<file path="config.mk">
export PLATFORM = sky130hd
export DESIGN_NAME = qrs_disc
export DESIGN_NICKNAME = d
export VERILOG_FILES = /design/src/sv/quadratic_root_solver_top_defines.svh /design/src/sv/qrs_pkg.sv /design/src/sv/qrs_disc.sv
export SDC_FILE = /design/constraint.sdc
export NUM_CORES = 1
export LEC_CHECK = 0
export BUFFER_PORTS_ARGS = -buffer_cell sky130_fd_sc_hd__buf_2
export CORE_MARGIN = 2
export CORE_UTILIZATION = 40
export DETAILED_ROUTE_END_ITERATION = 8
export PLACE_DENSITY = 0.61
export SLEW_MARGIN = 20
export SYNTH_ARGS = -nofsm -noshare
export SYNTH_HDL_FRONTEND = slang
export SYNTH_SLANG_ARGS = --single-unit
export TNS_END_PERCENT = 30
</file>
<file path="constraint.sdc">
create_clock -name clk -period 3.8 [get_ports clk]
set_input_delay 0.19 -clock clk [delete_from_list [all_inputs] [get_ports clk]]
set_output_delay 0.19 -clock clk [all_outputs]
set_load 0.02 [all_outputs]
</file>
<file path="src/sv/quadratic_root_solver_top_defines.svh">
// Assertion macros for the quadratic root solver.
// Uses the clk and arst_n names of the module that includes this file.
`ifndef QUADRATIC_ROOT_SOLVER_TOP_DEFINES_SVH
`define QUADRATIC_ROOT_SOLVER_TOP_DEFINES_SVH
`ifndef SYNTHESIS
`define QRS_ASSERT_IMP(label, ante, cons) \
	label: assert property (@(posedge clk) disable iff (!arst_n) (ante) |-> (cons)) \
		else $error("qrs: implication check failed");
`define QRS_ASSERT_NEVER(label, cond) \
	label: assert property (@(posedge clk) disable iff (!arst_n) !(cond)) \
		else $error("qrs: forbidden condition seen");
`else
`define QRS_ASSERT_IMP(label, ante, cons)
`define QRS_ASSERT_NEVER(label, cond)
`endif
`endif

</file>
<file path="src/sv/qrs_pkg.sv">
// Shared constants, types and helpers for the quadratic root solver.
// No dependencies.
package qrs_pkg;
	localparam int COEF_W = 16;
	localparam int FRAC_BITS = 16;
	localparam int OUT_W = 40;
	localparam int PROD_W = 2 * COEF_W;
	localparam int D_W = 2 * COEF_W + 1;
	localparam int SQ_N = (D_W + 1) / 2 + FRAC_BITS;
	localparam int RAD_W = 2 * SQ_N;
	localparam int SREM_W = SQ_N + 2;
	localparam int NUM_W = SQ_N + 2;
	localparam int DEN_W = COEF_W + 1;
	localparam int SAT_W = (NUM_W + 1 > OUT_W) ? NUM_W + 1 : OUT_W;

	typedef enum logic [1:0] {
		ST_NONE   = 2'd0,
		ST_DOUBLE = 2'd1,
		ST_TWO    = 2'd2,
		ST_AZERO  = 2'd3
	} qrs_status_t;

	typedef struct packed {
		qrs_status_t status;
		logic signed [COEF_W-1:0] a;
		logic signed [COEF_W-1:0] b;
	} qrs_meta_t;

	typedef struct packed {
		qrs_status_t status;
		logic neg_p;
		logic neg_m;
	} qrs_dmeta_t;

	localparam logic signed [SAT_W-1:0] OUT_MAX =
		{{(SAT_W-OUT_W+1){1'b0}}, {(OUT_W-1){1'b1}}};
	localparam logic signed [SAT_W-1:0] OUT_MIN = ~OUT_MAX;

	function automatic logic [OUT_W-1:0] sat_out(input logic signed [NUM_W:0] v);
		logic signed [SAT_W-1:0] w;
		w = SAT_W'(v);
		if (w > OUT_MAX)
			w = OUT_MAX;
		else if (w < OUT_MIN)
			w = OUT_MIN;
		return w[OUT_W-1:0];
	endfunction
endpackage

</file>
<file path="src/sv/qrs_disc.sv">
// Discriminant front end: two stages, coefficient products then b*b - 4ac.
// Depends on qrs_pkg.
module qrs_disc import qrs_pkg::*; (
	input  logic                     clk,
	input  logic                     arst_n,
	input  logic                     en,
	input  logic                     in_vld,
	input  logic signed [COEF_W-1:0] a,
	input  logic signed [COEF_W-1:0] b,
	input  logic signed [COEF_W-1:0] c,
	output logic                     out_vld,
	output logic [D_W-1:0]           d,
	output qrs_meta_t                meta
);
	logic [COEF_W-1:0] ma, mb, mc;
	logic vld_s1, vld_s2;
	logic [PROD_W-1:0] b2_s1, ac_s1;
	logic differ_s1, azero_s1;
	logic signed [COEF_W-1:0] a_s1, b_s1;
	logic [D_W-1:0] b2x, ac4, d_nx;
	logic neg;
	logic [D_W-1:0] d_s2;
	qrs_meta_t meta_s2;

	assign ma = a[COEF_W-1] ? COEF_W'(-a) : COEF_W'(a);
	assign mb = b[COEF_W-1] ? COEF_W'(-b) : COEF_W'(b);
	assign mc = c[COEF_W-1] ? COEF_W'(-c) : COEF_W'(c);

	always_ff @(posedge clk or negedge arst_n) begin
		if (!arst_n) begin
			vld_s1 <= 1'b0;
			vld_s2 <= 1'b0;
		end else if (en) begin
			vld_s1 <= in_vld;
			vld_s2 <= vld_s1;
		end
	end

	always_ff @(posedge clk) begin
		if (en) begin
			b2_s1     <= mb * mb;
			ac_s1     <= ma * mc;
			differ_s1 <= a[COEF_W-1] != c[COEF_W-1];
			azero_s1  <= a == '0;
			a_s1      <= a;
			b_s1      <= b;
		end
	end

	assign b2x = D_W'(b2_s1);
	assign ac4 = D_W'(ac_s1) << 2;
	assign neg = !differ_s1 && (ac4 > b2x);
	assign d_nx = differ_s1 ? b2x + ac4 : b2x - ac4;

	always_ff @(posedge clk) begin
		if (en) begin
			meta_s2.a <= a_s1;
			meta_s2.b <= b_s1;
			if (azero_s1) begin
				meta_s2.status <= ST_AZERO;
				d_s2 <= '0;
			end else if (neg) begin
				meta_s2.status <= ST_NONE;
				d_s2 <= '0;
			end else begin
				meta_s2.status <= (d_nx == '0) ? ST_DOUBLE : ST_TWO;
				d_s2 <= d_nx;
			end
		end
	end

	assign out_vld = vld_s2;
	assign d = d_s2;
	assign meta = meta_s2;
endmodule

</file>
* After elaboration in Yosys (flattened, before gate mapping)
Cells that the tools add are included.
** Operators by class
- Reductions and logical operators :: 5
- Equality and inequality tests :: 1
- Multipliers :: 2
- Magnitude comparators :: 1
- Multiplexer cells :: 6
- $add $sub $neg :: 5
** Operator list (number)
- $mux 16 :: 3
- $neg 16->16 :: 3
- $add 32x33->33 :: 1
- $gt 33x32->1 :: 1
- $logic_not 33->1 :: 1
- $mux 33 :: 1
- $sub 32x33->33 :: 1
- $mul 16x16->32 :: 1
- $mul 16x16->31 :: 1
- $logic_not 16->1 :: 1
- $mux 2 :: 2
- $reduce_or 2->1 :: 1
- $logic_and 1x1->1 :: 1
- $logic_not 1->1 :: 1
- $ne 1x1->1 :: 1
** Word-level totals
- Logic and storage cells :: 32
- Bits of input ports :: 52
- Flip-flop bits (word level) :: 166
- Output and inout port bits :: 68

* Longest topological paths before layout
Gate-level depths: netlist (run 1).
- Word-level depth :: 5
- Mapped depth :: 34
- Mapped depth without buffers :: 33

* Least setup slack after synthesis (run 1)
OpenSTA, ideal clock, no wires.
- Kind :: input to register
- From :: in b[0]
- To :: reg b2_s1[30] (data pin)
- Setup slack :: -4.011 ns
- Path buffers :: 1
- Setup time :: 0.258 ns
- Data required time :: 3.542 ns
- Stages :: 32
- Arrival time :: 7.554 ns
- Cell sequence :: inv_1 > clkbuf_1 > ha_1 > nand2_1 > or3_1 > nand2_1 > nand2b_1 > o41ai_1 > xor2_1 > clkinv_1 > nand2_1 > fa_1 > fa_1 > inv_1 > fa_1 > fa_1 > fa_1 > inv_1 > fa_1 > inv_1 > ha_1 > a21o_1 > a21o_1 > a21oi_1 > o21ai_0 > a21o_1 > a31o_2 > nand2_1 > a311oi_1 > a211o_1 > a21oi_1 > xnor2_1
** On the way
- Longest elaborated chain between the ends :: 3
** RTL lines
- start, declared :: line qrs_disc.sv:9 : input logic signed [COEF_W-1:0] b,
- $neg 16->16 :: line qrs_disc.sv:26 : assign mb = b[COEF_W-1] ? COEF_W'(-b) : COEF_W'(b);
- $mux 16 * :: line qrs_disc.sv:26
- $mul 16x16->32 * :: line qrs_disc.sv:41 : b2_s1 <= mb * mb;
- end signal, assigned :: line qrs_disc.sv:41
- end, declared :: line qrs_disc.sv:17 : logic [PROD_W-1:0] b2_s1, ac_s1;
Every way passes the cells marked *; elsewhere a longest branch is shown, timed or not.
A chain may end at the register's enable or synchronous reset.

* Worst setup path after layout (run 1)
- From :: in c[0]
- To :: reg ac_s1[29] (data pin)
** On the way
- Longest elaborated chain between the ends :: 3
** RTL lines
- start, declared :: line qrs_disc.sv:10 : input logic signed [COEF_W-1:0] c,
- $neg 16->16 :: line qrs_disc.sv:27 : assign mc = c[COEF_W-1] ? COEF_W'(-c) : COEF_W'(c);
- $mux 16 * :: line qrs_disc.sv:27
- $mul 16x16->31 * :: line qrs_disc.sv:42 : ac_s1 <= ma * mc;
- end signal, assigned :: line qrs_disc.sv:42
- end, declared :: line qrs_disc.sv:17
Marks and branches as above.

==> reports/metrics.cfg, run 1 <==
[outcome]
status = complete, but fails checks
violations = setup timing

[cts]
clockBufferDepth = 2
cts_max_level = 4
cts_sinks = 163
cts_tree = yes
clk_pin_slew_worst_paths_ns = 0.08
cts-root-buf = clkbuf_16
clock_latency_ns = 0.50
numCtsBuffers = 17

[run]
drv_cap = 0

[floorplanning]
dieArea_mm2 = 0.0627
die_x_um = 250
initial_core_util = 0.403
boundaryPins = 120
dieHeight_um = 250
rows = 90
coreArea_mm2 = 0.0602

[cells_and_area]
drive_gt1_frac = 0.293
fillers = 5406
finalNetCount = 3927
area_growth_pct = 32.8

[logic_synthesis]
synthArstFlopShare = 0.0123
avgSynthCellArea_um2 = 9.42
synth_cell_type_count = 79
yosysTopAreaCell = fa_1
yosysWarnings = 0
ys.flop_type = edfxtp_1
postSynthCellCount = 2578
syn_area_mm2 = 0.0243
synth_seq_cells = 163
synth_edf_count = 161
synth_seq_area_share = 0.201
synth_adder_area_share = 0.428
synthMuxAreaShare = 0.00180
synth_top_cell_area_share = 0.295
synth_compound_area_frac = 0.0920
synth_top_family_by_area = adder cells
ys_top_cells_by_area = fa_1, edfxtp_1, ha_1, inv_1, nor2_1
yosys.area_share.simple = 0.130
synth_xor_area_frac = 0.0551

[grt]
track_usage = 0.221
grt_max_degree = 96
grt_pass1_vias = 21400
overflow = 0
antenna_found_initial = 0
grt_pass1_wl_um = 110000

[sta]
clock_skew_ns = 0.0159
hold_viol = 0
min_period_ns = 6.91
worst_slack_ns = -3.11
holdWs_ns = 0.0323
max_freq_mhz = 145
relSlewSlack = 0.367
rsz0062_at_grt = true
period_share = 1.82
setup_violations = 55
drv_slew = 0
worst_pin_slew_ns = 0.949

[route]
initialDrtViolationCount = 1236
vias_per_cell = 4.99
drtPass1Iterations = 7
wire_per_inst_um = 16.3
drc = 0
vias = 20200
ant_nets = 0
drt-total-wl_um = 66200

[critical_path]
r2r-end = meta[33]
crit_path_max_fanout = 4
regToRegStartpoint = b2_s1[4]
crit_type = input pin to register
end_kind = register
reg2regPathDepth = 15
crit_required_ns = 4.04
cpMostUsedCell = fa_1
critical_path.startpoint_type = input pin
r2r_slack_ns = -0.53
startpoint = c[0]
slowest_stage = fa_2
crit_path_max_incr_delay_ns = 0.56
cp_data_arrival_time_ns = 7.15

[placement]
hpwl_um = 55300
pre_cts_slack_ns = -3.81
routabilityCongestion = 0.920
io_buffers = 118

[worst_hold_path]
hold_end = b_s1[14]
hp-start = b[14]
worstHoldPathCells = 2
hold_path.class = input pin to register

## state kept, by name (all words and copies together), names as in the netlist, 15 cells and up
signal	flops
a_s1	16
meta	34
ac_s1	31
b_s1	15
b2_s1	31
d	32
## placed cells by master (no fill, tap or decap), drive strengths merged, types with 34 or more instances in the layout
cell type,count
buf,702
inv,514
fa,358
nor2,292
ha,259
nand2,235
edfxtp,161
xnor2,99
a21oi,96
o21ai,67
xor2,53
a21o,39
nor3,34
## worst max-delay path by stage
stage | end | slack (ns) | cells past startpoint
finish | ac_s1[29] | -3.11 | 29
floorplan | b2_s1[30] | -3.31 | 32
detailed placement | ac_s1[27] | -3.81 | 29
CTS | ac_s1[27] | -3.05 | 28
global placement | ac_s1[27] | -3.68 | 29
global route | ac_s1[27] | -3.39 | 27
## area by class of cell
cell class	count	area [um^2]	area share
antenna	3	7.51	0.000233
inverter	515	1960	0.0606
sequential	163	4880	0.151
clock buffer	17	425	0.0132
multi-input combinational	1842	18500	0.574
clock inverter	15	196	0.00609
timing repair buffer	719	5310	0.165
tap	782	978	0.0303
## metal layers
metal	part of all wire	wire [um]	track usage	vias up
met3	0.054	3590	0.0372	54
met2	0.48	31800	0.364	420
met5	0	0	0	-
li1	-	-	-	9622
met1	0.45	29900	0.306	10100
met4	0.014	945	0.0486	0
## per-stage QoR
| step | TNS, ns | cell area, um^2 | utilization | std cells |
|---|---|---|---|---|
| after floorplan | -124.41 | 24700 | - | 2588 |
| after global placement | -145.50 | 30100 | 0.500 | 3963 |
| after detailed placement | -149.72 | 30100 | 0.500 | 3963 |
| after CTS | -106.67 | 31700 | 0.527 | 4041 |
| after global routing | -121.10 | 32300 | 0.535 | 4053 |
| final | -108.50 | 32300 | 0.535 | 4056 |
## worst max-delay path, delay by kind of cell
family / cells / cell delay [ns]
and+or+nand+nor: 8 / 1.97
AOI/OAI and AO/OA: 6 / 0.87
adders and majority gates: 7 / 3.31
buffers and inverters: 6 / 0.43
xor gates and xnor gates: 2 / 0.38
## repair_timing
item                                    CTS  global route
pin swaps                                76            58
setup buffers                            29            13
endpoints found under the setup margin   86            86
hold buffers                             17             0
hold endpoints to repair                 17             0
resized for setup                       140            91
## Yosys cell counts (all sizes together), types with 4 or more instances
library cell  instances
o211ai                6
clkbuf               60
or4                   7
a21o                 39
or3                  15
o31a                  5
nor4b                 5
o41ai                 5
o21ai                67
nand3                20
fa                  358
edfxtp              161
o21bai               13
o21a                 13
and3                 11
xnor2                99
xor2                 53
nand2               235
or2                   6
nand2b               32
a21oi                96
nor2                292
nor3                 34
o31ai                23
a311oi                5
o22ai                 4
ha                  259
clkinv                7
buf                   8
nor4                  8
nand4                12
and2                 10
inv                 508
a211oi               14
a31oi                11
nor2b                17
## logic make-up (layout without fill, tap and decap cells)
logic type,after synthesis,in the layout
DFF,163,163
other,2,15
muxes,4,4
AOI/OAI and AO/OA,340,340
and+or+nand+nor,717,717
buffers and inverters,583,1266
xor gates and xnor gates,152,152
adders and majority gates,617,617
Power of run 1 is not shown: default switching activity piles up to over one toggle a cycle in this logic, so the estimate is an artifact.
==> run 2, diff against run 1 <==
--- a/config.mk
+++ b/config.mk
@@ -5,11 +5,11 @@
 export SDC_FILE = /design/constraint.sdc
 export NUM_CORES = 1
 export LEC_CHECK = 0
-export BUFFER_PORTS_ARGS = -buffer_cell sky130_fd_sc_hd__buf_2
 export CORE_MARGIN = 2
 export CORE_UTILIZATION = 40
 export DETAILED_ROUTE_END_ITERATION = 8
-export PLACE_DENSITY = 0.61
+export DONT_BUFFER_PORTS = 1
+export PLACE_DENSITY = 0.59
 export SLEW_MARGIN = 20
 export SYNTH_ARGS = -nofsm -noshare
 export SYNTH_HDL_FRONTEND = slang
==> run 2 against run 1 <==
  * The run ends with hold timing, setup timing left
  * Non-clock buffer count is 192 lower
  * Count of clock-buffer cells in the layout stayed put
  * Wire length is 1.4% lower
  * Largest cell class unchanged
==> reports/metrics.cfg, run 2 (same netlist as run 1, synthesis figures left out) <==
[route]
drc = 0
wire_per_inst_um = 16.9
vias = 19500
initialDrtViolationCount = 1302
drt-total-wl_um = 65200
ant_nets = 0
drtPass1Iterations = 5
vias_per_cell = 5.05

[cells_and_area]
drive_gt1_frac = 0.234
final_common_cell = inv_1
finalNetCount = 3735
fin_cells = 3861
largest_reg_flops = 34
n_antenna_cell = 0
area_growth_pct = 27.2
final_cell_mix = inv_1, buf_4, fa_1

[grt]
antenna_found_initial = 3
global_route.peak_usage_layer = met2
grt_use_met1 = 0.306
grt_pass1_vias = 20900
track_usage = 0.217
use_met2 = 0.347
overflow = 0
grt_pass1_wl_um = 108000
use_met3 = 0.0370
grt_max_degree = 164

[sta]
period_share = 1.81
worst_pin_slew_ns = 0.773
setup_violations = 54
relSlewSlack = 0.480
hold_viol = 64
holdWs_ns = -0.145
worst_slack_ns = -3.06
rsz0062_at_grt = true
min_period_ns = 6.86
clock_skew_ns = 0.0171
drv_slew = 0
max_freq_mhz = 146
fin_tns_setup_ns = -105.73

[cts]
clockBufferDepth = 2
cts_sinks = 163
cts-root-buf = clkbuf_16
numCtsBuffers = 17
clock_latency_ns = 0.49
clk_pin_slew_worst_paths_ns = 0.08
cts_hold_repair.buffers = 38
cts_max_level = 4
cts_tree = yes

[outcome]
status = complete, but fails checks
violations = hold timing, setup timing

[critical_path]
crit_type = input pin to register
crit_path_max_fanout = 5
crit_required_ns = 4.03
end_kind = register
regToRegStartpoint = ac_s1[0]
cp_data_arrival_time_ns = 7.10
slowest_stage = fa_1
r2r_slack_ns = -0.25
crit_path_max_incr_delay_ns = 0.51
reg2regPathDepth = 15
critical_path.startpoint_type = input pin
cpMostUsedCell = fa_1
r2r-end = meta[33]

[run]
drv_cap = 0

[floorplanning]
boundaryPins = 120
coreArea_mm2 = 0.0602
die_x_um = 250
rows = 90
dieHeight_um = 250
initial_core_util = 0.403
dieArea_mm2 = 0.0627

[placement]
pre_cts_slack_ns = -3.68
placed_cells = 3769
routabilityCongestion = 0.917
hpwl_um = 53800
io_buffers = 0

[worst_hold_path]
hp-start = en
worstHoldPathCells = 0
hold_end = meta[16]
hold_path.class = input pin to register

-- run 2: cell types whose count changed in the layout (fill, tap and decap cells not counted), moves of 4 or more --
cell / before / now
inv_2: 14 / 9
buf_6: 24 / 17
inv_1: 492 / 497
nand2_2: 19 / 15
nor2_1: 271 / 275
nand2_1: 212 / 216
buf_4: 562 / 470
buf_2: 111 / 0
dlygate4sd3_1: 17 / 38
clkinv_8: 5 / 0
-- run 2: worst max-delay path by stage --
stage               from        end  slack [ns]  cells past startpoint
CTS                 a[2]  ac_s1[27]       -2.92                     27
global placement    a[2]  ac_s1[27]       -3.53                     28
finish              a[2]  ac_s1[27]       -3.06                     29
global route        a[2]  ac_s1[28]       -3.32                     30
detailed placement  a[2]  ac_s1[30]       -3.68                     29
floorplan           b[0]  b2_s1[30]       -3.31                     32
-- run 2: area by class of cell --
| cell class | instances | area (um^2) |
|---|---|---|
| Clock buffer | 17 | 425 |
| Clock inverter | 15 | 193 |
| Fill cell | 5521 | 29300 |
| Inverter | 515 | 1950 |
| Multi-Input combinational cell | 1842 | 18300 |
| Sequential cell | 163 | 4880 |
| Tap cell | 782 | 978 |
| Timing Repair Buffer | 527 | 4140 |
-- run 2: metal layers --
metal	wire (um)	vias to the layer above
met3	3310	71
met1	30100	9774
met2	30500	423
met5	20	-
met4	1270	4
li1	-	9214
-- run 2: worst max-delay path, delay by kind of cell --
family	cells	cell delay (ns)
adders and majority gates	7	3.24
and+or+nand+nor	7	1.40
AOI/OAI and AO/OA	5	1.22
buffers and inverters	8	0.76
xor gates and xnor gates	2	0.28
-- run 2: stage by stage --
stage	area (um^2)	hold slack, ns	utilization
floorplan	24700	-0.106	-
global placement	28900	-0.106	0.480
detailed placement	28900	-0.106	0.480
CTS	30600	-0.210	0.507
global route	30900	-0.188	0.513
finish	30900	-0.145	0.513
-- run 2: what timing repair did --
| action | CTS | global route |
|---|---|---|
| gates resized for setup | 107 | 80 |
| buffers inserted | 25 | 11 |
| pin swaps | 56 | 40 |
| endpoints found under the hold margin | 200 | 161 |
| endpoints found under the setup margin | 82 | 85 |
Power of run 2 is left out for the same reason.
==> run 3, diff against run 2 <==
--- a/config.mk
+++ b/config.mk
@@ -5,10 +5,11 @@
 export SDC_FILE = /design/constraint.sdc
 export NUM_CORES = 1
 export LEC_CHECK = 0
-export CORE_MARGIN = 2
+export CORE_MARGIN = 3
 export CORE_UTILIZATION = 40
 export DETAILED_ROUTE_END_ITERATION = 8
 export DONT_BUFFER_PORTS = 1
+export GPL_ROUTABILITY_DRIVEN = 0
 export PLACE_DENSITY = 0.59
 export SLEW_MARGIN = 20
 export SYNTH_ARGS = -nofsm -noshare
==> constraint.sdc (replaced) <==
create_clock -name clk -period 8.6 [get_ports clk]
set_input_delay 0.43 -clock clk [delete_from_list [all_inputs] [get_ports clk]]
set_output_delay 0.43 -clock clk [all_outputs]
set_load 0.02 [all_outputs]
==> run 3 against run 2 <==
  * Register-to-register slack better by 4.2 ns
  * Critical endpoint is now ac_s1[30]
  * Cell area is 15% lower
  * Critical path depth is the same
  * Critical path type unchanged
  * Sequential share of layout area increased by 2.9 points
  * Sequential cell count stayed put
  * Cell count decreased by 12%
  * The run now ends clean
  * Via count decreased by 8.3%
==> reports/metrics.cfg, run 3 (same netlist as run 1, synthesis figures left out) <==
[outcome]
status = finished clean

[critical_path]
critical_path.startpoint_type = input pin
cp_data_arrival_time_ns = 8.15
slowest_stage = fa_1
cpMostUsedCell = fa_1
reg2regPathDepth = 13
crit_path_max_incr_delay_ns = 0.59
crit_required_ns = 8.83
end_kind = register
crit_type = input pin to register
crit_path_max_fanout = 8

[grt]
grt_pass1_wl_um = 96700
track_usage = 0.193
overflow = 0
antenna_found_initial = 1
grt_max_degree = 164
grt_pass1_vias = 18500

[sta]
setup_violations = 0
hold_viol = 0
worst_pin_slew_ns = 1.07
drv_slew = 0
period_share = 0.921
rsz0062_at_grt = false
min_period_ns = 7.92
max_freq_mhz = 126
clock_skew_ns = 0.0206
relSlewSlack = 0.286
fin_tns_setup_ns = 0

[placement]
io_buffers = 0
postPlaceCellArea_mm2 = 0.0255
hpwl_um = 48700

[route]
ant_nets = 0
wire_per_inst_um = 17.4
drc = 0
vias = 17900
drtPass1Iterations = 5
vias_per_cell = 5.26
drt-total-wl_um = 58900
initialDrtViolationCount = 1199

[cts]
post_cts_buffers = 0
cts_max_level = 4
cts_resized = 0
numCtsBuffers = 17
clock_latency_ns = 0.49
cts_hold_repair.buffers = 1
clockBufferDepth = 2
cts_sinks = 163
cts-root-buf = clkbuf_16
cts_tree = yes
clk_pin_slew_worst_paths_ns = 0.08

[floorplanning]
rows = 89
dieHeight_um = 252
boundaryPins = 120
dieArea_mm2 = 0.0637
initial_core_util = 0.408
coreArea_mm2 = 0.0596
die_x_um = 252

[cells_and_area]
drive_gt1_frac = 0.0473
final_cell_mix = inv_1, fa_1, nor2_1
finalNetCount = 3277
area_growth_pct = 7.65
final_common_cell = inv_1
fin_area_mm2 = 0.0262
fillers = 5725
largest_reg_flops = 34

[worst_hold_path]
hold_path.class = input pin to register
worstHoldPathCells = 0

[run]
drv_cap = 0

run 3: worst max-delay path: cells and delay by family:
family,cells,cell delay (ns)
adder cells (fa/ha/maj),7,3.38
AND/OR/NAND/NOR,8,1.83
AO/OA/AOI/OAI,7,1.65
buffers and inverters,5,0.56
XOR/XNOR,2,0.32
run 3: worst paths after layout:
kind,start,end,slack [ns]
setup / recovery,a[2],ac_s1[30],0.68
hold / removal,a[0],a_s1[0],0.04
setup reg to reg,ac_s1[2],meta[33],3.96
hold reg to reg,a_s1[3],meta[19],0.42
max in group asynchronous,arst_n,out_vld,8.30
min in group asynchronous,arst_n,vld_s1,0.18
run 3: cell type report:
type                            instances  area [um^2]  area share
Timing Repair Buffer                   69          520      0.0199
Clock buffer                           17          425      0.0163
Inverter                              515         1930      0.0739
Tap cell                              773          967      0.0370
Clock inverter                         15          164     0.00627
Sequential cell                       163         4880       0.187
Antenna cell                            1         2.50   0.0000957
Multi-Input combinational cell       1842        17300       0.660
run 3: routing by layer:
| metal | up-vias | track usage | share of wire |
|---|---|---|---|
| met4 | 0 | 0.0486 | 0.017 |
| met5 | - | 0 | 0 |
| met2 | 483 | 0.309 | 0.47 |
| met1 | 8995 | 0.257 | 0.42 |
| li1 | 8309 | - | - |
| met3 | 73 | 0.0583 | 0.087 |
run 3: through the flow:
stage / setup slack (ns) / util / hold WS, ns / instances
5_1_grt: 0.215 / 0.439 / 0.00681 / 3394
3_3_place_gp: 0.444 / 0.429 / 0.134 / 3361
6_report: 0.680 / 0.439 / 0.0375 / 3395
2_1_floorplan: 0.549 / - / 0.134 / 2588
3_5_place_dp: 0.321 / 0.429 / 0.134 / 3361
4_1_cts: 0.790 / 0.439 / 0.00838 / 3394
Power of run 3 is left out for the same reason.
